==> src/design/cdo_pkg.sv <==
// cdo_pkg: shared types, constants and codes for the calendar date offset block
// no dependencies; compiled first
`default_nettype none

package cdo_pkg;

    // field widths
    localparam int YEAR_W  = 14;
    localparam int MONTH_W = 4;
    localparam int DAY_W   = 5;
    localparam int CNT_W   = 16;
    localparam int ACC_W   = CNT_W + 2;     // signed day accumulator
    localparam int YLIM_W  = 17;            // holds the year limit
    localparam int MLEN_W  = 5;

    // configuration of the block
    localparam int DAY_COUNT_BITS = 16;
    localparam int YEAR_LIMIT     = 9999;
    localparam logic [CNT_W-1:0] CNT_MASK =
        CNT_W'((64'd1 << DAY_COUNT_BITS) - 64'd1);
    localparam logic [YLIM_W-1:0] YEAR_MAX = YLIM_W'(YEAR_LIMIT);

    // calendar constants
    localparam logic [6:0] YEARS_PER_CENTURY = 7'd100;
    localparam logic [6:0] LAST_YEAR_OF_CENTURY = 7'd99;
    localparam logic [MONTH_W-1:0] MONTH_JAN = 4'd1;
    localparam logic [MONTH_W-1:0] MONTH_FEB = 4'd2;
    localparam logic [MONTH_W-1:0] MONTH_DEC = 4'd12;

    typedef enum logic [1:0] {
        STATUS_OK        = 2'd0,
        STATUS_BAD_MONTH = 2'd1,
        STATUS_RANGE     = 2'd2
    } cdo_status_t;

    typedef enum logic [1:0] {
        ST_IDLE,
        ST_SPLIT,
        ST_WALK,
        ST_DONE
    } cdo_state_t;

    typedef struct packed {
        logic               req_type;
        logic [YEAR_W-1:0]  in_year;
        logic [MONTH_W-1:0] in_month;
        logic [DAY_W-1:0]   in_day;
        logic [CNT_W-1:0]   day_count;
    } cdo_req_t;

    typedef struct packed {
        logic [YEAR_W-1:0]  out_year;
        logic [MONTH_W-1:0] out_month;
        logic [DAY_W-1:0]   out_day;
        cdo_status_t        status;
    } cdo_rsp_t;

endpackage

`default_nettype wire

==> src/design/cdo_if.sv <==
// cdo_if: valid/ready channel interfaces for requests and results
// depends on cdo_pkg
`default_nettype none

interface cdo_req_if;
    logic              valid;
    logic              ready;
    cdo_pkg::cdo_req_t data;

    modport source (output valid, output data, input ready);
    modport sink   (input valid, input data, output ready);
endinterface

interface cdo_rsp_if;
    logic              valid;
    logic              ready;
    cdo_pkg::cdo_rsp_t data;

    modport source (output valid, output data, input ready);
    modport sink   (input valid, input data, output ready);
endinterface

`default_nettype wire

==> src/design/cdo_alu.sv <==
// cdo_alu: shared signed add/subtract unit of the date sequencer
// depends on cdo_pkg
`default_nettype none

module cdo_alu (
    input  logic signed [cdo_pkg::ACC_W-1:0] a,
    input  logic signed [cdo_pkg::ACC_W-1:0] b,
    input  logic                             sub,
    output logic signed [cdo_pkg::ACC_W-1:0] res
);

    assign res = sub ? (a - b) : (a + b);

endmodule

`default_nettype wire

==> src/design/cdo_month_len.sv <==
// cdo_month_len: days in a month, given the month and a leap-year flag
// depends on cdo_pkg
`default_nettype none

module cdo_month_len (
    input  logic [cdo_pkg::MONTH_W-1:0] month,
    input  logic                        leap,
    output logic [cdo_pkg::MLEN_W-1:0]  len
);

    always_comb
    begin
        unique case (month)
            4'd1, 4'd3, 4'd5, 4'd7, 4'd8, 4'd10, 4'd12: len = 5'd31;
            4'd4, 4'd6, 4'd9, 4'd11:                     len = 5'd30;
            cdo_pkg::MONTH_FEB:                          len = leap ? 5'd29 : 5'd28;
            default:                                     len = 5'd0;
        endcase
    end

endmodule

`default_nettype wire

==> src/design/calendar_date_offset_top.sv <==
// calendar_date_offset_top: gregorian date plus or minus a day count
// depends on cdo_pkg, cdo_if, cdo_alu, cdo_month_len
//
//  channel | dir | payload                                          | beat
//  --------+-----+--------------------------------------------------+---------------------
//  req     | in  | req_type, in_year, in_month, in_day, day_count   | valid & ready
//  rsp     | out | out_year, out_month, out_day, status             | valid & ready
//
// one beat is worked out by the single add/subtract unit: one century per cycle while
// splitting the year, then one month per cycle while walking
// an invalid month or out-of-range year goes straight to the result, skipping split and walk
// rsp holds its beat until taken; req is not ready from acceptance until then
// rst_n clears the sequencer asynchronously; no clearing pass is needed
`default_nettype none

module calendar_date_offset_top (
    input  logic          clk,
    input  logic          rst_n,
    cdo_req_if.sink       req,
    cdo_rsp_if.source     rsp
);

    localparam int ACC_W   = cdo_pkg::ACC_W;
    localparam int YEAR_W  = cdo_pkg::YEAR_W;
    localparam int MONTH_W = cdo_pkg::MONTH_W;
    localparam int YLIM_W  = cdo_pkg::YLIM_W;

    // sequencer state
    cdo_pkg::cdo_state_t state_reg, state_next;

    // working registers
    logic                       op_reg,     op_next;
    logic [YEAR_W-1:0]          year_reg,   year_next;
    logic [MONTH_W-1:0]         month_reg,  month_next;
    logic signed [ACC_W-1:0]    day_reg,    day_next;
    logic [YEAR_W-1:0]          rem_reg,    rem_next;   // year mod 100 once split
    logic [1:0]                 cent_reg,   cent_next;  // century mod 4
    cdo_pkg::cdo_status_t       status_reg, status_next;

    // shared unit
    logic signed [ACC_W-1:0]    alu_a, alu_b, alu_res;
    logic                       alu_sub;

    // month length lookup
    logic [MONTH_W-1:0]         len_month;
    logic [cdo_pkg::MLEN_W-1:0] len_days;
    logic                       leap;

    logic                       req_beat;
    logic [cdo_pkg::CNT_W-1:0]  count;
    logic                       bad_month;
    logic                       year_high;
    logic                       res_pos;
    logic                       walk_more;
    logic                       wrap;
    logic                       at_year_end;
    logic                       walk_fail;

    assign req_beat  = req.valid && req.ready;
    assign count     = req.data.day_count & cdo_pkg::CNT_MASK;
    assign bad_month = (req.data.in_month == 4'd0) || (req.data.in_month > cdo_pkg::MONTH_DEC);
    assign year_high = YLIM_W'(req.data.in_year) > cdo_pkg::YEAR_MAX;

    // leap rule from year mod 100 and century mod 4
    assign leap = (rem_reg[1:0] == 2'd0) && ((rem_reg != '0) || (cent_reg == 2'd0));

    // subtracting needs the previous month; december is always 31 days
    always_comb
    begin
        if (!op_reg)
        begin
            len_month = month_reg;
        end
        else if (month_reg == cdo_pkg::MONTH_JAN)
        begin
            len_month = cdo_pkg::MONTH_DEC;
        end
        else
        begin
            len_month = month_reg - 4'd1;
        end
    end

    cdo_month_len u_month_len (
        .month (len_month),
        .leap  (leap),
        .len   (len_days)
    );

    // operand selection for the shared unit
    always_comb
    begin
        unique case (state_reg)
            cdo_pkg::ST_IDLE:
            begin
                alu_a   = ACC_W'(req.data.in_day);
                alu_b   = ACC_W'(count);
                alu_sub = req.data.req_type;
            end
            cdo_pkg::ST_SPLIT:
            begin
                alu_a   = ACC_W'(rem_reg);
                alu_b   = ACC_W'(cdo_pkg::YEARS_PER_CENTURY);
                alu_sub = 1'b1;
            end
            cdo_pkg::ST_WALK:
            begin
                alu_a   = day_reg;
                alu_b   = ACC_W'(len_days);
                alu_sub = !op_reg;
            end
            default:
            begin
                alu_a   = day_reg;
                alu_b   = '0;
                alu_sub = 1'b0;
            end
        endcase
    end

    cdo_alu u_alu (
        .a   (alu_a),
        .b   (alu_b),
        .sub (alu_sub),
        .res (alu_res)
    );

    // walk decisions: adding moves on while day exceeds the month length,
    // subtracting borrows while day is below one
    assign res_pos     = !alu_res[ACC_W-1] && (alu_res != '0);
    assign walk_more   = op_reg ? (day_reg[ACC_W-1] || (day_reg == '0)) : res_pos;
    assign wrap        = op_reg ? (month_reg == cdo_pkg::MONTH_JAN)
                                : (month_reg == cdo_pkg::MONTH_DEC);
    assign at_year_end = op_reg ? (year_reg == '0)
                                : (YLIM_W'(year_reg) == cdo_pkg::YEAR_MAX);
    assign walk_fail   = walk_more && wrap && at_year_end;

    // next state
    always_comb
    begin
        state_next = state_reg;
        unique case (state_reg)
            cdo_pkg::ST_IDLE:
            begin
                if (req_beat)
                begin
                    state_next = (bad_month || year_high) ? cdo_pkg::ST_DONE
                                                          : cdo_pkg::ST_SPLIT;
                end
            end
            cdo_pkg::ST_SPLIT:
            begin
                if (alu_res[ACC_W-1])
                begin
                    state_next = cdo_pkg::ST_WALK;
                end
            end
            cdo_pkg::ST_WALK:
            begin
                if (!walk_more || walk_fail)
                begin
                    state_next = cdo_pkg::ST_DONE;
                end
            end
            cdo_pkg::ST_DONE:
            begin
                if (rsp.ready)
                begin
                    state_next = cdo_pkg::ST_IDLE;
                end
            end
            default: state_next = cdo_pkg::ST_IDLE;
        endcase
    end

    // datapath next values
    always_comb
    begin
        op_next     = op_reg;
        year_next   = year_reg;
        month_next  = month_reg;
        day_next    = day_reg;
        rem_next    = rem_reg;
        cent_next   = cent_reg;
        status_next = status_reg;
        unique case (state_reg)
            cdo_pkg::ST_IDLE:
            begin
                if (req_beat)
                begin
                    op_next    = req.data.req_type;
                    year_next  = req.data.in_year;
                    month_next = req.data.in_month;
                    day_next   = alu_res;
                    rem_next   = req.data.in_year;
                    cent_next  = 2'd0;
                    if (bad_month)
                    begin
                        status_next = cdo_pkg::STATUS_BAD_MONTH;
                    end
                    else if (year_high)
                    begin
                        status_next = cdo_pkg::STATUS_RANGE;
                    end
                    else
                    begin
                        status_next = cdo_pkg::STATUS_OK;
                    end
                end
            end
            cdo_pkg::ST_SPLIT:
            begin
                // strip one century per cycle
                if (!alu_res[ACC_W-1])
                begin
                    rem_next  = alu_res[YEAR_W-1:0];
                    cent_next = cent_reg + 2'd1;
                end
            end
            cdo_pkg::ST_WALK:
            begin
                if (walk_fail)
                begin
                    status_next = cdo_pkg::STATUS_RANGE;
                end
                else if (walk_more)
                begin
                    day_next = alu_res;
                    if (!op_reg)
                    begin
                        month_next = wrap ? cdo_pkg::MONTH_JAN : month_reg + 4'd1;
                        if (wrap)
                        begin
                            year_next = year_reg + YEAR_W'(1);
                            if (rem_reg[6:0] == cdo_pkg::LAST_YEAR_OF_CENTURY)
                            begin
                                rem_next  = '0;
                                cent_next = cent_reg + 2'd1;
                            end
                            else
                            begin
                                rem_next = rem_reg + YEAR_W'(1);
                            end
                        end
                    end
                    else
                    begin
                        month_next = wrap ? cdo_pkg::MONTH_DEC : month_reg - 4'd1;
                        if (wrap)
                        begin
                            year_next = year_reg - YEAR_W'(1);
                            if (rem_reg == '0)
                            begin
                                rem_next  = YEAR_W'(cdo_pkg::LAST_YEAR_OF_CENTURY);
                                cent_next = cent_reg - 2'd1;
                            end
                            else
                            begin
                                rem_next = rem_reg - YEAR_W'(1);
                            end
                        end
                    end
                end
            end
            default:
            begin
            end
        endcase
    end

    // control register
    always_ff @(posedge clk or negedge rst_n)
    begin
        if (!rst_n)
        begin
            state_reg <= cdo_pkg::ST_IDLE;
        end
        else
        begin
            state_reg <= state_next;
        end
    end

    // working registers, no reset needed
    always_ff @(posedge clk)
    begin
        op_reg     <= op_next;
        year_reg   <= year_next;
        month_reg  <= month_next;
        day_reg    <= day_next;
        rem_reg    <= rem_next;
        cent_reg   <= cent_next;
        status_reg <= status_next;
    end

    // handshake and result beat; failed requests report a zero date
    always_comb
    begin
        req.ready = (state_reg == cdo_pkg::ST_IDLE);
        rsp.valid = (state_reg == cdo_pkg::ST_DONE);
        rsp.data.status = status_reg;
        if (status_reg == cdo_pkg::STATUS_OK)
        begin
            rsp.data.out_year  = year_reg;
            rsp.data.out_month = month_reg;
            rsp.data.out_day   = day_reg[cdo_pkg::DAY_W-1:0];
        end
        else
        begin
            rsp.data.out_year  = '0;
            rsp.data.out_month = '0;
            rsp.data.out_day   = '0;
        end
    end

endmodule

`default_nettype wire

==> src/flat_wrapper.sv <==
// flat-port wrapper written by rule: the top's interface ports become plain ports
module calendar_date_offset_top_flat 
  (clk, rst_n, req_valid, req_data, req_ready, rsp_valid, rsp_data, rsp_ready);
  cdo_req_if req_i ();
  cdo_rsp_if rsp_i ();
  input  logic clk;
  input  logic rst_n;
  input wire logic [$bits(req_i.valid)-1:0] req_valid;
  input wire logic [$bits(req_i.data)-1:0] req_data;
  output wire logic [$bits(req_i.ready)-1:0] req_ready;
  output wire logic [$bits(rsp_i.valid)-1:0] rsp_valid;
  output wire logic [$bits(rsp_i.data)-1:0] rsp_data;
  input wire logic [$bits(rsp_i.ready)-1:0] rsp_ready;
  assign req_i.valid = req_valid;
  assign req_i.data = req_data;
  assign req_ready = req_i.ready;
  assign rsp_valid = rsp_i.valid;
  assign rsp_data = rsp_i.data;
  assign rsp_i.ready = rsp_ready;
  calendar_date_offset_top u_core (.clk(clk), .rst_n(rst_n), .req(req_i), .rsp(rsp_i));
endmodule
==> config.mk <==
export PLATFORM = sky130hd
export DESIGN_NAME = calendar_date_offset_top_flat
export DESIGN_NICKNAME = d
export VERILOG_FILES = /design/src/design/cdo_pkg.sv /design/src/design/cdo_if.sv /design/src/design/cdo_alu.sv /design/src/design/cdo_month_len.sv /design/src/design/calendar_date_offset_top.sv /design/src/flat_wrapper.sv
export SDC_FILE = /design/constraint.sdc
export NUM_CORES = 1
export LEC_CHECK = 0
export ABC_AREA = 1
export BUFFER_PORTS_ARGS = -buffer_cell sky130_fd_sc_hd__buf_2
export CORE_ASPECT_RATIO = 0.75
export CORE_UTILIZATION = 66
export CTS_BUF_LIST = sky130_fd_sc_hd__clkbuf_8
export CTS_CLUSTER_DIAMETER = 60
export DETAILED_ROUTE_END_ITERATION = 7
export PLACE_DENSITY = 0.91
export SLEW_MARGIN = 20
export SYNTH_ARGS = -nofsm -noshare
export SYNTH_HDL_FRONTEND = slang
export SYNTH_SLANG_ARGS = --single-unit
export TNS_END_PERCENT = 1
==> constraint.sdc <==
create_clock -name clk -period 17.75 [get_ports clk]
set_clock_uncertainty 0.05 [all_clocks]
set_input_delay 2.6625 -clock clk [delete_from_list [all_inputs] [get_ports clk]]
set_output_delay 2.6625 -clock clk [all_outputs]
set_load 0.01 [all_outputs]
==> impl_metrics.json <==
{
  "die_h_um": 84.17,
  "detailedRoute.firstPassIterationCount": 8,
  "slowest_delay_ns": 0.61,
  "worstMarginPinSlew_ns": 1.012,
  "drt-wirelength-per-cell_um": 17.17,
  "final_max_slew_violation_count": 0,
  "cts_tree": "done",
  "post-route-min-period_ns": 7.093,
  "area_growth_syn_to_layout_pct": 11.67,
  "drive_above_1_share_pct": 12.97,
  "buffer_ports.inserted": 70,
  "holdCritPathClass": "reg -> reg",
  "netlist_instances": 859,
  "die_area_sq_um": 9389,
  "detail_route.drc_violations": 7,
  "synth-seq-area-share_pct": 28.64,
  "critical_path_arrival_ns": 7.03,
  "skew_pair_late_insertion_delay_ns": 0.36,
  "asyncSetResetFlopFracSynth_pct": 3.509,
  "start_util_pct": 69.08,
  "totalNegativeSetupSlack_ns": 0,
  "syn_area_per_cell_sq_um": 6.916,
  "overall_fraction_of_global_route_tracks_in_use_pct": 39.01,
  "synth_seq_cells": 57,
  "cts_repair_resizes": 0,
  "dominantRegCellSynth": "sky130_fd_sc_hd__edfxtp_1",
  "mappedNetlistArea_sq_um": 5941,
  "antenna_found_initial": 0,
  "net_count_of_the_mapped_netlist": 945,
  "cts_inserted_buffers": 9,
  "yosys_warnings": 0,
  "worst_setup_path_startpoint": "req_data[2]",
  "io_pins": 71,
  "antennaDiodeCount": 0,
  "vias": 6369,
  "origin_of_the_worst_min_delay_path": "u_core.state_reg[0]",
  "cts_sinks": 57,
  "globalRoute.totalOverflow": 0,
  "worstSetupStartpointType": "input port",
  "max_freq_ghz": 0.1410,
  "crit_required_ns": 17.69,
  "grt_pass1_vias": 5822,
  "maximum_number_of_pins_on_one_net_before_global_route_repair": 33,
  "max_reg_flops": 18,
  "gp_routability_congestion": 1.012,
  "setup.worst_path.class": "in -> reg",
  "die_outline_width_um": 111.6,
  "viasPerCell": 6.166,
  "cts_max_level": 3,
  "cp-end-kind": "flop",
  "cpMaxStageDelayCell": "sky130_fd_sc_hd__nor2_2",
  "final.fill_count": 671,
  "finalHoldViolCount": 0,
  "timing.final.setup_violations": 0,
  "clk_pin_slew_worst_paths_ns": 0.06,
  "synthDistinctLibCells": 48,
  "ctsRootBufferMaster": "sky130_fd_sc_hd__clkbuf_8",
  "nets": 1006,
  "cap_viol_max_count": 0,
  "post_synth_edffs": 55,
  "cp.buffers_inverters": 2,
  "postRouteAntennaNets": 0,
  "worst_path_dominant_cell_family": "simple AND/OR/NAND/NOR gates",
  "failed_checks": "DRC",
  "critical_path.most_common_cell": "sky130_fd_sc_hd__nand2_1",
  "initialDrtViolationCount": 831,
  "critical_path_peak_fanout": 14,
  "final_min_period_over_clock_period_pct": 39.96,
  "grt_first_pass_wirelength_um": 28380,
  "setup_repair_after_global_routing_missed_its_margin": "no",
  "floorplan.core_area_sq_um": 8600,
  "tightest_slew_margin_relative_to_the_limit_pct": 32.51,
  "wl_um": 17740,
  "critical_path.reg2reg.startpoint": "u_core.rem_reg[0]",
  "post_cts_buffers": 0,
  "row_count": 29,
  "max-clock-path-buffers": 2,
  "place.detailed.hpwl_um": 13930,
  "postCtsHoldBufs": 0,
  "outcome": "complete, but fails checks"
}
==> cells by family (layout without fill, tap and decap cells) <==
logic type | Yosys count | count (layout) | synth area share [%]
AO/OA/AOI/OAI | 159 | 159 | 15.82
XOR/XNOR | 52 | 52 | 7.666
adder cells (fa/ha/maj) | 42 | 42 | 9.099
buffers and inverters | 151 | 217 | 9.709
flip-flops | 57 | 57 | 28.64
AND/OR/NAND/NOR | 398 | 398 | 29.06
==> synthesized netlist by cell type, types with 2 or more instances <==
master / instances / area share, %
sky130_fd_sc_hd__nand4_1: 19 / 2.0
sky130_fd_sc_hd__o22ai_1: 3 / 0.32
sky130_fd_sc_hd__a211oi_1: 4 / 0.51
sky130_fd_sc_hd__ha_1: 40 / 8.4
sky130_fd_sc_hd__fa_1: 2 / 0.67
sky130_fd_sc_hd__clkbuf_1: 17 / 1.1
sky130_fd_sc_hd__nand3_2: 4 / 0.67
sky130_fd_sc_hd__dfrtp_1: 2 / 0.84
sky130_fd_sc_hd__o21bai_1: 4 / 0.51
sky130_fd_sc_hd__o21ai_0: 66 / 5.6
sky130_fd_sc_hd__inv_1: 121 / 7.6
sky130_fd_sc_hd__nand3_1: 46 / 3.9
sky130_fd_sc_hd__o211ai_1: 5 / 0.63
sky130_fd_sc_hd__inv_2: 7 / 0.44
sky130_fd_sc_hd__o31ai_1: 3 / 0.38
sky130_fd_sc_hd__or2_2: 2 / 0.21
sky130_fd_sc_hd__nor2_1: 105 / 6.6
sky130_fd_sc_hd__nor4_1: 9 / 0.95
sky130_fd_sc_hd__a31oi_1: 14 / 1.5
sky130_fd_sc_hd__a21o_1: 3 / 0.38
sky130_fd_sc_hd__buf_4: 2 / 0.25
sky130_fd_sc_hd__nand2_1: 181 / 11
sky130_fd_sc_hd__a221oi_1: 2 / 0.29
sky130_fd_sc_hd__and3_1: 2 / 0.21
sky130_fd_sc_hd__xor2_1: 37 / 5.5
sky130_fd_sc_hd__o221ai_1: 4 / 0.59
sky130_fd_sc_hd__nor2_2: 3 / 0.32
sky130_fd_sc_hd__xnor2_1: 15 / 2.2
sky130_fd_sc_hd__a21boi_0: 3 / 0.38
sky130_fd_sc_hd__a21oi_1: 38 / 3.2
sky130_fd_sc_hd__nor3_1: 16 / 1.3
sky130_fd_sc_hd__buf_1: 2 / 0.13
sky130_fd_sc_hd__o2111ai_1: 2 / 0.29
sky130_fd_sc_hd__nand2_4: 2 / 0.38
sky130_fd_sc_hd__edfxtp_1: 55 / 28
sky130_fd_sc_hd__nand2_2: 7 / 0.74
==> metal layers <==
| layer | vias to the layer above | global-route usage (%) | share of wire (%) |
|---|---|---|---|
| li1 | 2999 | - | - |
| met1 | 2909 | 55.25 | 42 |
| met2 | 424 | 60.06 | 44 |
| met3 | 37 | 8.014 | 12 |
| met4 | 0 | 12.65 | 2.0 |
| met5 | - | 0 | 0 |
==> worst paths after layout <==
| kind | end | slack, ns | cells past startpoint |
|---|---|---|---|
| min reg2reg | u_core.state_reg[0] | 0.53 | 2 |
| min in group asynchronous | u_core.state_reg[0] | 2.03 | 1 |
| max in group asynchronous | u_core.state_reg[1] | 15.52 | 1 |
| max reg2reg | u_core.rem_reg[10] | 11.06 | 33 |
| max | u_core.rem_reg[10] | 10.66 | 26 |
| min | u_core.state_reg[0] | 0.53 | 2 |
==> through the flow <==
stage	hold WS [ns]	setup WS [ns]	util, %	std cells	instance area, sq um
floorplan	0.4448	10.86	-	859	5941
global placement	0.4689	10.24	73.83	1016	6349
detailed placement	0.4846	10.16	73.91	1016	6356
CTS	0.5291	10.45	76.91	1032	6614
global route	0.5415	10.23	77.14	1033	6634
finish	0.5300	10.66	77.14	1033	6634
==> cells in the final DEF (no fill, tap or decap), drive strengths merged, types with 3 or more instances in the layout <==
cell type,n
o21bai,4
edfxtp,55
nand2,190
xor2,37
or2,3
o221ai,4
inv,129
o31ai,3
a31oi,14
o21ai,69
xnor2,15
nand3,50
o2111ai,3
ha,40
o22ai,3
nor2,109
clkbuf,9
a211oi,4
bufinv,4
a21oi,38
a21o,3
nor4,9
nor3,16
nand4,19
a21boi,3
o211ai,5
buf,73
==> layout make-up <==
class | count | area (sq um) | share of cell area [%]
clock inverters | 7 | 133.9 | 2.018
inverters | 128 | 480.5 | 7.243
well taps | 108 | 135.1 | 2.037
multi-input cells | 651 | 3679 | 55.45
flip-flops and latches | 57 | 1702 | 25.65
clock buffers | 9 | 123.9 | 1.867
repair buffers | 73 | 380.4 | 5.734
==> worst reg2reg max path, delay by kind of cell (launching register included) <==
kind / cells / cell delay, ns
and+or+nand+nor: 23 / 3.69
adders and majority gates: 3 / 0.89
AOI/OAI and AO/OA: 3 / 0.55
DFF: 1 / 0.47
xor gates and xnor gates: 2 / 0.38
buffers and inverters: 2 / 0.27
Power is not shown: default switching activity piles up to over one toggle a cycle in this logic, so the estimate is an artifact.
